### config.mk
export PLATFORM = sky130hd
export DESIGN_NAME = glyph_outline_point_decoder_flat
export DESIGN_NICKNAME = d
export VERILOG_FILES = /design/src/rtl/gopd_pkg.sv /design/src/rtl/gopd_byte_if.sv /design/src/rtl/gopd_point_if.sv /design/src/rtl/glyph_outline_point_decoder.sv /design/src/rtl/gopd_ram.sv /design/src/flat_wrapper.sv
export SDC_FILE = /design/constraint.sdc
export NUM_CORES = 2
export LEC_CHECK = 0
export BUFFER_PORTS_ARGS = -buffer_cell sky130_fd_sc_hd__buf_2
export CAP_MARGIN = 20
export CORE_MARGIN = 2
export CORE_UTILIZATION = 40
export CTS_BUF_LIST = sky130_fd_sc_hd__clkbuf_2 sky130_fd_sc_hd__clkbuf_4 sky130_fd_sc_hd__clkbuf_8
export CTS_CLUSTER_SIZE = 14
export DETAILED_ROUTE_END_ITERATION = 8
export SLEW_MARGIN = 20
export SYNTH_ARGS = -nofsm -noshare
export SYNTH_HDL_FRONTEND = slang
export SYNTH_SLANG_ARGS = --single-unit
### constraint.sdc
create_clock -name clk -period 7.7 [get_ports clk]
set_input_delay 2.31 -clock clk [delete_from_list [all_inputs] [get_ports clk]]
set_output_delay 2.31 -clock clk [all_outputs]
set_load 0.01 [all_outputs]
### src/rtl/gopd_pkg.sv
`default_nettype none

package gopd_pkg;

  localparam int MAX_POINTS_DEF   = 64;
  localparam int MAX_CONTOURS_DEF = 16;

  // last header byte index: contour count (2 bytes) plus bounding box (8 bytes)
  localparam logic [3:0] HDR_LAST = 4'd9;

  // flag byte bit positions
  localparam int FLAG_ON_CURVE = 0;
  localparam int FLAG_X_SHORT  = 1;
  localparam int FLAG_Y_SHORT  = 2;
  localparam int FLAG_REPEAT   = 3;
  localparam int FLAG_X_SAME   = 4;
  localparam int FLAG_Y_SAME   = 5;

  localparam logic [1:0] STATUS_POINT    = 2'd0;
  localparam logic [1:0] STATUS_EMPTY    = 2'd1;
  localparam logic [1:0] STATUS_OVERFLOW = 2'd2;

  typedef enum logic [3:0] {
    PH_HEADER,
    PH_ENDS,
    PH_INSLEN,
    PH_INSSKIP,
    PH_FLAGS,
    PH_REPEAT,
    PH_FILL,
    PH_PASS_X,
    PH_PASS_Y
  } phase_t;

endpackage

`default_nettype wire

### src/rtl/gopd_byte_if.sv
`default_nettype none

interface gopd_byte_if;
  logic       valid;
  logic       ready;
  logic [7:0] data_byte;

  modport source (output valid, output data_byte, input ready);
  modport sink   (input valid, input data_byte, output ready);
endinterface

`default_nettype wire

### src/rtl/gopd_point_if.sv
`default_nettype none

interface gopd_point_if;
  logic               valid;
  logic               ready;
  logic signed [15:0] x_coord;
  logic signed [15:0] y_coord;
  logic               on_curve;
  logic               contour_end;
  logic [1:0]         status;
  logic               last_result;

  modport source (output valid, output x_coord, output y_coord, output on_curve,
                  output contour_end, output status, output last_result, input ready);
  modport sink   (input valid, input x_coord, input y_coord, input on_curve,
                  input contour_end, input status, input last_result, output ready);
endinterface

`default_nettype wire

### src/rtl/glyph_outline_point_decoder.sv
// Simple glyph outline decoder.
// byte_in (sink) takes the bytes of one simple glyph record in file order:
// contour count, bounding box, contour end indices, instruction length and
// bytes, flags with repeat runs, X deltas, Y deltas. point_out (source) gives
// one item per point during the Y pass, with absolute wrapped coordinates,
// on-curve and contour-end marks; last_result marks the final item of a glyph.
// A contour count of zero or less gives one item with status empty; too many
// contours, too many points or a repeat run past the point count gives one
// item with status overflow. After the last item the next header is expected.
// Throughput: one byte per cycle while point_out does not stall, but the input
// is held while a repeat run writes its flags into the point memory, and a point
// whose delta needs no byte takes no byte. Both follow from the single write port
// of the point memory and one point visited per cycle. Each item is registered
// and shows in the cycle after the byte that completes it (or after its
// zero-byte point cycle).
// Reset (rst, synchronous) returns to the header phase and drops any pending
// item; no clearing pass is needed. While point_out stalls with an item held,
// only instruction length, instruction and X pass bytes keep flowing; all
// other bytes and zero-byte Y points wait for the output register.
`default_nettype none

module glyph_outline_point_decoder
  import gopd_pkg::*;
#(
  parameter int MAX_POINTS   = MAX_POINTS_DEF,
  parameter int MAX_CONTOURS = MAX_CONTOURS_DEF
) (
  input  wire logic     clk,
  input  wire logic     rst,
  gopd_byte_if.sink     byte_in,
  gopd_point_if.source  point_out
);

  localparam int PIDX_W  = $clog2(MAX_POINTS);
  localparam int PCNT_W  = $clog2(MAX_POINTS + 1);
  localparam int CIDX_W  = (MAX_CONTOURS > 1) ? $clog2(MAX_CONTOURS) : 1;
  localparam int CCNT_W  = $clog2(MAX_CONTOURS + 1);
  localparam int RSUM_W  = ((PCNT_W > 8) ? PCNT_W : 8) + 1;
  localparam int PENT_W  = 24;

  // control and state registers
  phase_t              phase, phase_next;
  logic [3:0]          fcnt, fcnt_next;
  logic [7:0]          hold, hold_next;
  logic [CCNT_W-1:0]   ctotal, ctotal_next;
  logic [15:0]         iskip, iskip_next;
  logic [PCNT_W-1:0]   ptotal, ptotal_next;
  logic [PCNT_W-1:0]   pi, pi_next;
  logic [CCNT_W-1:0]   ci, ci_next;
  logic [15:0]         running, running_next;
  logic [7:0]          rep_flag, rep_flag_next;
  logic [PCNT_W-1:0]   rep_left, rep_left_next;

  // output register
  logic                o_valid;
  logic [15:0]         o_x, o_y;
  logic                o_on, o_ce, o_last;
  logic [1:0]          o_status;

  // memories
  logic                pt_we;
  logic [PIDX_W-1:0]   pt_waddr, pt_raddr;
  logic [PENT_W-1:0]   pt_wdata, pt_rd;
  logic                ends_we;
  logic [CIDX_W-1:0]   ends_waddr, ends_raddr;
  logic [15:0]         ends_wdata, ends_rd;

  // decode
  logic [7:0]          b;
  logic [15:0]         word;
  logic                out_free;
  logic [7:0]          flag;
  logic [15:0]         xval;
  logic                is_x, in_pass;
  logic                short_d, same_d, need0, need2;
  logic                in_rdy, acc, drain, finish;
  logic [15:0]         coord_new;
  logic [PCNT_W-1:0]   pi_inc;
  logic                pi_last;
  logic [CCNT_W-1:0]   ci_inc;
  logic                ci_last;
  logic                y_ce;
  logic [RSUM_W-1:0]   rsum;
  logic                hdr_empty, hdr_ovf, ends_ovf, ends_wr, flags_ovf, rep_ovf;
  logic                y_emit, emit;
  logic                e_ovf;

  assign b    = byte_in.data_byte;
  assign word = {hold, b};

  gopd_ram #(.DEPTH(MAX_POINTS), .WIDTH(PENT_W)) u_point_ram (
    .clk   (clk),
    .we    (pt_we),
    .waddr (pt_waddr),
    .wdata (pt_wdata),
    .raddr (pt_raddr),
    .rdata (pt_rd)
  );

  gopd_ram #(.DEPTH(MAX_CONTOURS), .WIDTH(16)) u_ends_ram (
    .clk   (clk),
    .we    (ends_we),
    .waddr (ends_waddr),
    .wdata (ends_wdata),
    .raddr (ends_raddr),
    .rdata (ends_rd)
  );

  // read addresses follow the next index, so the entry of the current point is
  // always in the read register
  assign pt_raddr   = (pi_next < PCNT_W'(MAX_POINTS)) ? pi_next[PIDX_W-1:0] : '0;
  assign ends_raddr = (ci_next < CCNT_W'(MAX_CONTOURS)) ? ci_next[CIDX_W-1:0] : '0;

  always_comb begin : decode
    out_free = !o_valid || point_out.ready;
    flag     = pt_rd[23:16];
    xval     = pt_rd[15:0];
    is_x     = (phase == PH_PASS_X);
    in_pass  = (phase == PH_PASS_X) || (phase == PH_PASS_Y);
    short_d  = is_x ? flag[FLAG_X_SHORT] : flag[FLAG_Y_SHORT];
    same_d   = is_x ? flag[FLAG_X_SAME]  : flag[FLAG_Y_SAME];
    need0    = !short_d && same_d;
    need2    = !short_d && !same_d;

    case (phase)
      PH_FILL:                in_rdy = 1'b0;
      PH_PASS_X:              in_rdy = !need0;
      PH_PASS_Y:              in_rdy = !need0 && out_free;
      PH_INSLEN, PH_INSSKIP:  in_rdy = 1'b1;
      default:                in_rdy = out_free;
    endcase

    acc    = byte_in.valid && in_rdy;
    drain  = in_pass && need0 && (is_x || out_free);
    finish = drain || (acc && in_pass && (short_d || (need2 && fcnt == 4'd1)));

    if (need0) begin
      coord_new = running;
    end else if (short_d) begin
      coord_new = same_d ? (running + {8'h00, b}) : (running - {8'h00, b});
    end else begin
      coord_new = running + word;
    end

    pi_inc  = pi + PCNT_W'(1);
    pi_last = ({1'b0, pi} + (PCNT_W+1)'(1)) >= {1'b0, ptotal};
    ci_inc  = ci + CCNT_W'(1);
    ci_last = ({1'b0, ci} + (CCNT_W+1)'(1)) >= {1'b0, ctotal};
    y_ce    = (ci < ctotal) && (ci < CCNT_W'(MAX_CONTOURS)) && (16'(pi) == ends_rd);
    rsum    = RSUM_W'(pi) + RSUM_W'(b);

    hdr_empty = (phase == PH_HEADER) && acc && (fcnt == 4'd1) &&
                ((word == 16'h0000) || word[15]);
    hdr_ovf   = (phase == PH_HEADER) && acc && (fcnt == 4'd1) && !hdr_empty &&
                (word > 16'(MAX_CONTOURS));
    ends_wr   = (phase == PH_ENDS) && acc && (fcnt == 4'd1) &&
                (ci < CCNT_W'(MAX_CONTOURS));
    ends_ovf  = ((phase == PH_ENDS) && acc && (fcnt == 4'd1) && !ends_wr) ||
                (ends_wr && ci_last && (word >= 16'(MAX_POINTS)));
    flags_ovf = (phase == PH_FLAGS) && acc &&
                ((pi >= PCNT_W'(MAX_POINTS)) || (pi >= ptotal));
    rep_ovf   = (phase == PH_REPEAT) && acc &&
                ((pi == '0) || (rsum > RSUM_W'(ptotal)) || (rsum > RSUM_W'(MAX_POINTS)));
    y_emit    = (phase == PH_PASS_Y) && finish;
    e_ovf     = hdr_ovf || ends_ovf || flags_ovf || rep_ovf;
    emit      = y_emit || hdr_empty || e_ovf;
  end

  always_comb begin : next_state
    phase_next    = phase;
    fcnt_next     = fcnt;
    hold_next     = hold;
    ctotal_next   = ctotal;
    iskip_next    = iskip;
    ptotal_next   = ptotal;
    pi_next       = pi;
    ci_next       = ci;
    running_next  = running;
    rep_flag_next = rep_flag;
    rep_left_next = rep_left;

    case (phase)
      PH_HEADER: begin
        if (acc) begin
          if (fcnt == 4'd0) begin
            hold_next = b;
            fcnt_next = 4'd1;
          end else if (fcnt == 4'd1) begin
            if (hdr_empty || hdr_ovf) begin
              fcnt_next = 4'd0;
            end else begin
              ctotal_next = word[CCNT_W-1:0];
              fcnt_next   = 4'd2;
            end
          end else if (fcnt < HDR_LAST) begin
            fcnt_next = fcnt + 4'd1;
          end else begin
            phase_next = PH_ENDS;
            fcnt_next  = 4'd0;
            ci_next    = '0;
          end
        end
      end
      PH_ENDS: begin
        if (acc) begin
          if (fcnt == 4'd0) begin
            hold_next = b;
            fcnt_next = 4'd1;
          end else begin
            fcnt_next = 4'd0;
            if (ends_ovf) begin
              phase_next = PH_HEADER;
            end
            if (ends_wr) begin
              ci_next = ci_inc;
              if (ci_last && !ends_ovf) begin
                ptotal_next = word[PCNT_W-1:0] + PCNT_W'(1);
                phase_next  = PH_INSLEN;
              end
            end
          end
        end
      end
      PH_INSLEN: begin
        if (acc) begin
          if (fcnt == 4'd0) begin
            hold_next = b;
            fcnt_next = 4'd1;
          end else begin
            fcnt_next  = 4'd0;
            iskip_next = word;
            pi_next    = '0;
            phase_next = (word == 16'h0000) ? PH_FLAGS : PH_INSSKIP;
          end
        end
      end
      PH_INSSKIP: begin
        if (acc) begin
          iskip_next = iskip - 16'd1;
          if (iskip == 16'd1) begin
            pi_next    = '0;
            phase_next = PH_FLAGS;
          end
        end
      end
      PH_FLAGS: begin
        if (acc) begin
          if (flags_ovf) begin
            phase_next = PH_HEADER;
            fcnt_next  = 4'd0;
          end else begin
            pi_next = pi_inc;
            if (b[FLAG_REPEAT]) begin
              rep_flag_next = b;
              phase_next    = PH_REPEAT;
            end else if (pi_last) begin
              phase_next   = PH_PASS_X;
              pi_next      = '0;
              ci_next      = '0;
              running_next = '0;
              fcnt_next    = 4'd0;
            end
          end
        end
      end
      PH_REPEAT: begin
        if (acc) begin
          if (rep_ovf) begin
            phase_next = PH_HEADER;
            fcnt_next  = 4'd0;
          end else if (b == 8'h00) begin
            if (pi >= ptotal) begin
              phase_next   = PH_PASS_X;
              pi_next      = '0;
              ci_next      = '0;
              running_next = '0;
              fcnt_next    = 4'd0;
            end else begin
              phase_next = PH_FLAGS;
            end
          end else begin
            rep_left_next = b[PCNT_W-1:0];
            phase_next    = PH_FILL;
          end
        end
      end
      PH_FILL: begin
        pi_next       = pi_inc;
        rep_left_next = rep_left - PCNT_W'(1);
        if (rep_left == PCNT_W'(1)) begin
          if (pi_last) begin
            phase_next   = PH_PASS_X;
            pi_next      = '0;
            ci_next      = '0;
            running_next = '0;
            fcnt_next    = 4'd0;
          end else begin
            phase_next = PH_FLAGS;
          end
        end
      end
      PH_PASS_X, PH_PASS_Y: begin
        if (acc && need2 && (fcnt == 4'd0)) begin
          hold_next = b;
          fcnt_next = 4'd1;
        end
        if (finish) begin
          fcnt_next    = 4'd0;
          running_next = coord_new;
          if (is_x) begin
            if (pi_last) begin
              phase_next   = PH_PASS_Y;
              pi_next      = '0;
              ci_next      = '0;
              running_next = '0;
            end else begin
              pi_next = pi_inc;
            end
          end else begin
            if (y_ce) begin
              ci_next = ci_inc;
            end
            if (pi_last) begin
              phase_next = PH_HEADER;
            end else begin
              pi_next = pi_inc;
            end
          end
        end
      end
      default: begin
        phase_next = PH_HEADER;
        fcnt_next  = 4'd0;
      end
    endcase
  end

  always_comb begin : outputs
    byte_in.ready = in_rdy;

    // flags go in with a zero x; the X pass rewrites the entry keeping its flag
    pt_we    = 1'b0;
    pt_waddr = pi[PIDX_W-1:0];
    pt_wdata = {flag, coord_new};
    case (phase)
      PH_FLAGS: begin
        pt_we    = acc && !flags_ovf;
        pt_wdata = {b, 16'h0000};
      end
      PH_FILL: begin
        pt_we    = 1'b1;
        pt_wdata = {rep_flag, 16'h0000};
      end
      PH_PASS_X: begin
        pt_we = finish;
      end
      default: begin
        pt_we = 1'b0;
      end
    endcase

    ends_we    = ends_wr;
    ends_waddr = ci[CIDX_W-1:0];
    ends_wdata = word;
  end

  always_ff @(posedge clk) begin
    if (rst) begin
      phase    <= PH_HEADER;
      fcnt     <= 4'd0;
      hold     <= 8'h00;
      ctotal   <= '0;
      iskip    <= 16'h0000;
      ptotal   <= '0;
      pi       <= '0;
      ci       <= '0;
      running  <= 16'h0000;
      rep_flag <= 8'h00;
      rep_left <= '0;
      o_valid  <= 1'b0;
    end else begin
      phase    <= phase_next;
      fcnt     <= fcnt_next;
      hold     <= hold_next;
      ctotal   <= ctotal_next;
      iskip    <= iskip_next;
      ptotal   <= ptotal_next;
      pi       <= pi_next;
      ci       <= ci_next;
      running  <= running_next;
      rep_flag <= rep_flag_next;
      rep_left <= rep_left_next;
      if (emit) begin
        o_valid <= 1'b1;
      end else if (point_out.ready) begin
        o_valid <= 1'b0;
      end
    end
  end

  always_ff @(posedge clk) begin
    if (emit) begin
      if (y_emit) begin
        o_x      <= xval;
        o_y      <= coord_new;
        o_on     <= flag[FLAG_ON_CURVE];
        o_ce     <= y_ce;
        o_status <= STATUS_POINT;
        o_last   <= pi_last;
      end else begin
        o_x      <= 16'h0000;
        o_y      <= 16'h0000;
        o_on     <= 1'b0;
        o_ce     <= 1'b0;
        o_status <= e_ovf ? STATUS_OVERFLOW : STATUS_EMPTY;
        o_last   <= 1'b1;
      end
    end
  end

  assign point_out.valid       = o_valid;
  assign point_out.x_coord     = o_x;
  assign point_out.y_coord     = o_y;
  assign point_out.on_curve    = o_on;
  assign point_out.contour_end = o_ce;
  assign point_out.status      = o_status;
  assign point_out.last_result = o_last;

`ifndef SYNTH
  a_emit_slot: assert property (@(posedge clk) disable iff (rst)
    emit |-> (!o_valid || point_out.ready))
    else $error("item produced while output register still full");

  a_point_bound: assert property (@(posedge clk) disable iff (rst)
    (phase == PH_FLAGS || phase == PH_FILL || phase == PH_PASS_X || phase == PH_PASS_Y)
    |-> (pi < ptotal))
    else $error("point index beyond point count");

  a_fill_bound: assert property (@(posedge clk) disable iff (rst)
    (phase == PH_FILL) |->
    ((rep_left != '0) && (({1'b0, pi} + {1'b0, rep_left}) <= {1'b0, ptotal})))
    else $error("repeat fill runs past point count");

  a_contour_bound: assert property (@(posedge clk) disable iff (rst)
    (phase == PH_PASS_Y) |-> (ci <= ctotal))
    else $error("contour index beyond contour count");
`endif

endmodule

`default_nettype wire

### src/rtl/gopd_ram.sv
`default_nettype none

module gopd_ram #(
  parameter int DEPTH = 64,
  parameter int WIDTH = 24,
  localparam int AW = (DEPTH > 1) ? $clog2(DEPTH) : 1
) (
  input  wire logic             clk,
  input  wire logic             we,
  input  wire logic [AW-1:0]    waddr,
  input  wire logic [WIDTH-1:0] wdata,
  input  wire logic [AW-1:0]    raddr,
  output logic      [WIDTH-1:0] rdata
);

  logic [WIDTH-1:0] mem [DEPTH];

  always_ff @(posedge clk) begin
    if (we) begin
      mem[waddr] <= wdata;
    end
  end

  // write-to-read bypass so a same-cycle write is seen on the next read
  always_ff @(posedge clk) begin
    if (we && (waddr == raddr)) begin
      rdata <= wdata;
    end else begin
      rdata <= mem[raddr];
    end
  end

endmodule

`default_nettype wire
### src/flat_wrapper.sv
// flat-port wrapper written by rule: the top's interface ports become plain ports
module glyph_outline_point_decoder_flat import gopd_pkg::*;
#(
  parameter int MAX_POINTS   = MAX_POINTS_DEF,
  parameter int MAX_CONTOURS = MAX_CONTOURS_DEF
)
  (clk, rst, byte_in_valid, byte_in_data_byte, byte_in_ready, point_out_valid, point_out_x_coord, point_out_y_coord, point_out_on_curve, point_out_contour_end, point_out_status, point_out_last_result, point_out_ready);
  gopd_byte_if byte_in_i ();
  gopd_point_if point_out_i ();
  input  wire logic clk;
  input  wire logic rst;
  input wire logic [$bits(byte_in_i.valid)-1:0] byte_in_valid;
  input wire logic [$bits(byte_in_i.data_byte)-1:0] byte_in_data_byte;
  output wire logic [$bits(byte_in_i.ready)-1:0] byte_in_ready;
  output wire logic [$bits(point_out_i.valid)-1:0] point_out_valid;
  output wire logic [$bits(point_out_i.x_coord)-1:0] point_out_x_coord;
  output wire logic [$bits(point_out_i.y_coord)-1:0] point_out_y_coord;
  output wire logic [$bits(point_out_i.on_curve)-1:0] point_out_on_curve;
  output wire logic [$bits(point_out_i.contour_end)-1:0] point_out_contour_end;
  output wire logic [$bits(point_out_i.status)-1:0] point_out_status;
  output wire logic [$bits(point_out_i.last_result)-1:0] point_out_last_result;
  input wire logic [$bits(point_out_i.ready)-1:0] point_out_ready;
  assign byte_in_i.valid = byte_in_valid;
  assign byte_in_i.data_byte = byte_in_data_byte;
  assign byte_in_ready = byte_in_i.ready;
  assign point_out_valid = point_out_i.valid;
  assign point_out_x_coord = point_out_i.x_coord;
  assign point_out_y_coord = point_out_i.y_coord;
  assign point_out_on_curve = point_out_i.on_curve;
  assign point_out_contour_end = point_out_i.contour_end;
  assign point_out_status = point_out_i.status;
  assign point_out_last_result = point_out_i.last_result;
  assign point_out_i.ready = point_out_ready;
  glyph_outline_point_decoder #(.MAX_POINTS(MAX_POINTS), .MAX_CONTOURS(MAX_CONTOURS)) u_core (.clk(clk), .rst(rst), .byte_in(byte_in_i), .point_out(point_out_i));
endmodule
Word-level counts from Yosys, hierarchy flattened
Memories as Yosys holds them, arrays and structs flattened. A register that Yosys moved wholly into a read port is not among the register bits.
Index checks and enable logic that the tools add are counted.

word-level totals
  register bits after elaboration = 125
  memory bits (writable) = 1,792
  logic and storage cells = 296
  memories = 2

operators by class
  add/subtract/negate cells = 12
  magnitude comparators = 13
  equality and inequality tests = 42
  mux-type cells = 127
  bitwise gates (word level) = 4
  reduce and logical (&&, ||, !) cells = 78

memory list
  name                    words  width  rd ports  clocked after memory_dff  write ports  line            text
  u_core.u_point_ram.mem  64     24     1         1                         1            gopd_ram.sv:16  logic [WIDTH-1:0] mem [DEPTH];
  u_core.u_ends_ram.mem   16     16     1         1                         1            gopd_ram.sv:16

operator list
  kind                                                                 number
  2-to-1 mux 16 bit                                                    18
  2-to-1 mux 4 bit                                                     41
  2-to-1 mux 7 bit                                                     19
  2-to-1 mux 5 bit                                                     19
  one-hot mux 16 bit (4 select lines)                                  1
  one-hot mux 24 bit (2 select lines)                                  1
  one-hot mux 7 bit (6 select lines)                                   1
  one-hot mux 16 bit (2 select lines)                                  1
  one-hot mux 4 bit (8 select lines)                                   1
  logical AND 1 bit                                                    31
  one-hot mux 5 bit (6 select lines)                                   1
  != test 2 x 1 -> 1 bit (second input constant)                       14
  one-hot mux 4 bit (7 select lines)                                   1
  2-to-1 mux 8 bit                                                     3
  != test 2 bit (second input constant)                                11
  AND reduction 10 bit                                                 2
  adder 16 bit                                                         1
  adder 16 x 8 -> 16 bit                                               1
  == test 16 x 1 -> 1 bit (second input constant)                      1
  == test 4 x 3 -> 1 bit (second input constant)                       4
  == test 7 x 16 -> 1 bit                                              1
  greater-or-equal comparator 16 x 7 -> 1 bit (second input constant)  1
  > comparator 16 x 5 -> 1 bit (second input constant)                 1
  logical NOT 16 bit                                                   1
  47 further kinds                                                     100

Longest topological paths before layout
  depth after elaboration = 21
  depth in mapped cells = 29
  mapped depth without buffers = 24

Cells and area by module
A second synthesis with hierarchy kept.

second synthesis, totals
  cell total of the unflattened synthesis = 4,165
  area total of the unflattened synthesis = 78,101.2 um^2

modules (own cells, without submodules)
  module                         instances  cells an instance  area an instance (um^2)  sequential area each (um^2)
  gopd_ram (u_core.u_point_ram)  1          2,593              58,970.3                 46,244.4
  gopd_ram (u_core.u_ends_ram)   1          420                9,803.2                  7,767.4
  glyph_outline_point_decoder    1          1,152              9,327.7                  2,872.8

Least setup slack after synthesis
Ideal clock, no wire load.

  path type = input to register
  start point = input port byte_in_data_byte[0]
  end point = memory u_core.u_point_ram.mem[0][15], data pin
  library setup time = 0.499 ns
  arrival = 7.265 ns
  required time = 7.201 ns
  path slack = -0.064 ns
  stages on the path = 18
  path buffers = 0
  path through = inv_1 -> ha_1 -> mux2_2 -> ha_1 -> a21o_1 -> a21oi_1 -> o21ai_0 -> a21oi_1 -> o21ai_0 -> a21oi_1 -> nor2b_1 -> o31ai_1 -> a21oi_1 -> a211o_1 -> or4b_2 -> o211ai_1 -> xnor2_1 -> nor2_1

on the way
  cells in the longest elaborated chain, start to end = 5
  elaborated cells between the ends (all ways) = 7
  classes of those cells = add/sub (3); mux (4)

RTL lines
  what                                                                   line                                text
  start, declared                                                        flat_wrapper.sv:13                  input wire logic [$bits(byte_in_i.data_byte)-1:0] byte_in_data_byte;
  subtractor 16 x 8 -> 16 bit or adder 16 x 8 -> 16 bit (tied branches)  glyph_outline_point_decoder.sv:140  coord_new = same_d ? (running + {8'h00, b}) : (running - {8'h00, b});
  2-to-1 mux 16 bit                                                      glyph_outline_point_decoder.sv:140
  2-to-1 mux 16 bit (*)                                                  glyph_outline_point_decoder.sv:139  end else if (short_d) begin
  2-to-1 mux 16 bit (*)                                                  glyph_outline_point_decoder.sv:137  if (need0) begin
  one-hot mux 24 bit (2 select lines) (*)                                glyph_outline_point_decoder.sv:345  case (phase)
  net u_core.pt_wdata[15]                                                glyph_outline_point_decoder.sv:63   logic [PENT_W-1:0] pt_wdata, pt_rd;
  end, declared                                                          gopd_ram.sv:16

Mark *: on every way through the listed nets, which the timed path passes. The rest lies on a longest branch.

==> results.toml <==
[critical_path]
worstSetupPathType = "flip-flop to flip-flop"
rr_worst_depth = 25
crit_buf_inv = 3
crit_family = "compound AO/OA/AOI/OAI gates"
crit_slowest_cell = "dfxtp_4"
worstPathArrival_ns = 7.76
crit_required_ns = 8.38
path_common_cell = "a21oi_1"
critPathMaxFanout = 65
r2r_setup_slack_ns = 0.62
reg2reg_to = "u_core.u_point_ram.mem[32][15]"
startpoint_type = "flip-flop"
slowest_delay_ns = 0.84
cp-end-kind = "flip-flop"

[synthesis]
synthMostInstantiatedCell = "edfxtp_1"
synth_flop_cell = "edfxtp_1"
syn_area_per_cell_um2 = 18.5
ys_ff_latch = 1744
syn_area_um2 = 70800
yosysTopAreaCellShare = 0.694
synth_nets = 3923
synthTopCellsByCount = "edfxtp_1, mux4_2, nor2_1"
yosysWarnings = 0
synth_edf_count = 1637
ys_async_sr_fraction = 0
syn_inst = 3838
ys_seq_area_frac = 0.724
synth_top_area_cell = "edfxtp_1"
yosysUniqueCellTypes = 85
yosys-top-cells-area = "edfxtp_1, mux4_2, mux2i_1"

[hold_path]
hold_class = "flip-flop to flip-flop"
min_from = "u_core.rep_left[1]"
hold_path_end = "u_core.rep_left[1]"
hold_depth = 2

[power]
peakVddDrop_mv = 0.190
powerDensity_nw_per_um2 = 226
leakagePower_nw = 24.8

[placed_design]
place.gp.congestion = 0.888
hpwl_um = 110000
placed_area_um2 = 75400
port_buffers = 50
detailedPlace.worstSlack_ns = 0.275

[run]
drv_cap = 0

[finish]
area_delta_synth_final_pct = 14.0
utilization = 0.459
fin_area_um2 = 80800
nFillCells = 15000
drive_gt1_frac = 0.277
multi_input_area_um2 = 18800
final-seq-area_um2 = 51300
fin_nets = 4270

[floorplanning]
start_util = 0.402
die-height_um = 425
ios = 51
design.core.area_um2 = 176000
row_count = 154
die_w_um = 425
die_area_um2 = 181000

[cts]
clockBufferDepth = 4
cts_tree = "yes"
cts_max_level = 5
cts_hold_buf = 0
cts_buffers = 291
path_clk_slew_ns = 0.06
clock_latency_ns = 0.99
clockRootBuffer = "clkbuf_8"
cts_sinks = 1744

[drt]
drtPass1Iterations = 6
vias = 38100
first_iter_violations = 3940
detail-route-antenna-nets = 0
drt-total-wl_um = 185000
vias_per_cell = 5.68
drc_errors = 0
avgRoutedWirePerCell_um = 27.6

[grt]
grt_first_pass_wirelength_um = 268000
overflow = 0
grt_max_degree = 85
grt_pass1_vias = 38200
grt_usage = 0.204
antenna_found_initial = 8

[sta]
fin_skew_ns = 0.0696
setup_tns_ns = 0
fin_crit_sh = 0.920
tightest_slew_ns = 1.14
fin_crit_ns = 7.08
fin_ws_ns = 0.618
hold_violations = 0
holdWs_ns = 0.469
setup_viol = 0
rsz0062_at_grt = "false"
maxSlewHeadroom = 0.231
drv_slew = 0
max_freq_ghz = 0.141

[outcome]
outcome = "completed"
==> report_power, final <==
| group | internal, mW | switching (mW) |
|---|---|---|
| clock | 4.20 | 3.50 |
| combinational | 0.0545 | 0.167 |
| sequential | 10.3 | 0.0206 |
==> what timing repair did <==
item,in CTS,in global routing
endpoints found under the setup margin,0,128
buffers inserted,0,1
gates resized for setup,0,1
==> placed cells by master, fill, tap and decap left out, drive strengths merged, types with 11 or more instances in the layout <==
cell and count:
edfxtp 1637, buf 256, or3 23, a21oi 124, o221ai 34, and2 18, nor2 281, a31oi 11
inv 55, nand3 46, nor4 15, clkinv 61, and3 17, clkbuf 404, ha 71, dfxtp 107
xor2 15, a211oi 17, mux2i 219, nand4 13, mux4 394, o21ai 111, o211ai 27, nor3 30
nand2 113, xnor2 26, a22oi 47, nor2b 44, nand2b 19
==> per-stage QoR <==
stage | total power, mW | cells
finish | 18.2 | 6715
global route | 18.8 | 6710
CTS | 18.4 | 6704
detailed placement | 10.7 | 6229
global placement | 10.7 | 6229
floorplan | 10.6 | 3838
==> registers in the layout (all words and copies together) (netlist names), 7 cells and up, named ones only <==
register / count
u_core.iskip: 16
u_core.u_point_ram.mem: 1344
u_core.ptotal: 7
u_core.point_out.y_coord: 16
u_core.point_out.x_coord: 16
u_core.hold: 8
u_core.pi: 7
u_core.u_ends_ram.mem: 256
u_core.rep_left: 7
u_core.u_ends_ram.rdata: 16
u_core.running: 16
==> worst register-to-register path, delay by kind of cell, from the launching register on <==
kind	cells	cell delay (ns)
adder cells (fa/ha/maj)	1	0.29
buffers and inverters	3	0.82
flip-flops	1	0.84
XOR/XNOR	2	0.46
AO/OA/AOI/OAI	10	2.09
multiplexers	2	0.58
AND/OR/NAND/NOR	7	1.66
==> worst max-delay path by stage <==
| stage | end | slack [ns] | cells after the start | startpoint |
|---|---|---|---|---|
| after floorplan | u_core.u_point_ram.mem[0][14] | 0.53 | 14 | byte_in_data_byte[0] |
| after global placement | u_core.u_point_ram.mem[54][15] | 0.52 | 21 | byte_in_data_byte[0] |
| after detailed placement | u_core.u_ends_ram.rdata[14] | 0.27 | 22 | byte_in_data_byte[0] |
| after CTS | u_core.u_point_ram.mem[9][15] | 0.45 | 24 | flip-flop |
| after global routing | u_core.u_point_ram.mem[2][12] | 0.10 | 25 | flip-flop |
| final | u_core.u_point_ram.mem[32][15] | 0.62 | 25 | flip-flop |
==> cell families after synthesis <==
logic type               count (synthesis)  synth area share
XOR/XNOR                                41           0.00507
flip-flops                            1744             0.724
buffers and inverters                  256            0.0156
AND/OR/NAND/NOR                        654            0.0437
multiplexers                           615             0.157
AO/OA/AOI/OAI                          455            0.0419
adder cells (fa/ha/maj)                 73            0.0131
==> cell type report <==
| class | instances | area share |
|---|---|---|
| diodes | 8 | 0.000248 |
| clock buffers | 404 | 0.0611 |
| clock inverters | 71 | 0.00479 |
| inverters | 54 | 0.00251 |
| multi-input cells | 1838 | 0.233 |
| flip-flops and latches | 1744 | 0.635 |
| well taps | 2340 | 0.0362 |
| repair buffers | 256 | 0.0269 |
==> routing by layer <==
metal | global-route usage | up-vias | wire, µm
met5 | 0 | - | 34
li1 | - | 16300 | -
met3 | 0.0367 | 317 | 12800
met1 | 0.282 | 20000 | 78400
met2 | 0.327 | 1507 | 89000
met4 | 0.0689 | 4 | 5300
Note: power is estimated with default switching activity, not from simulation.
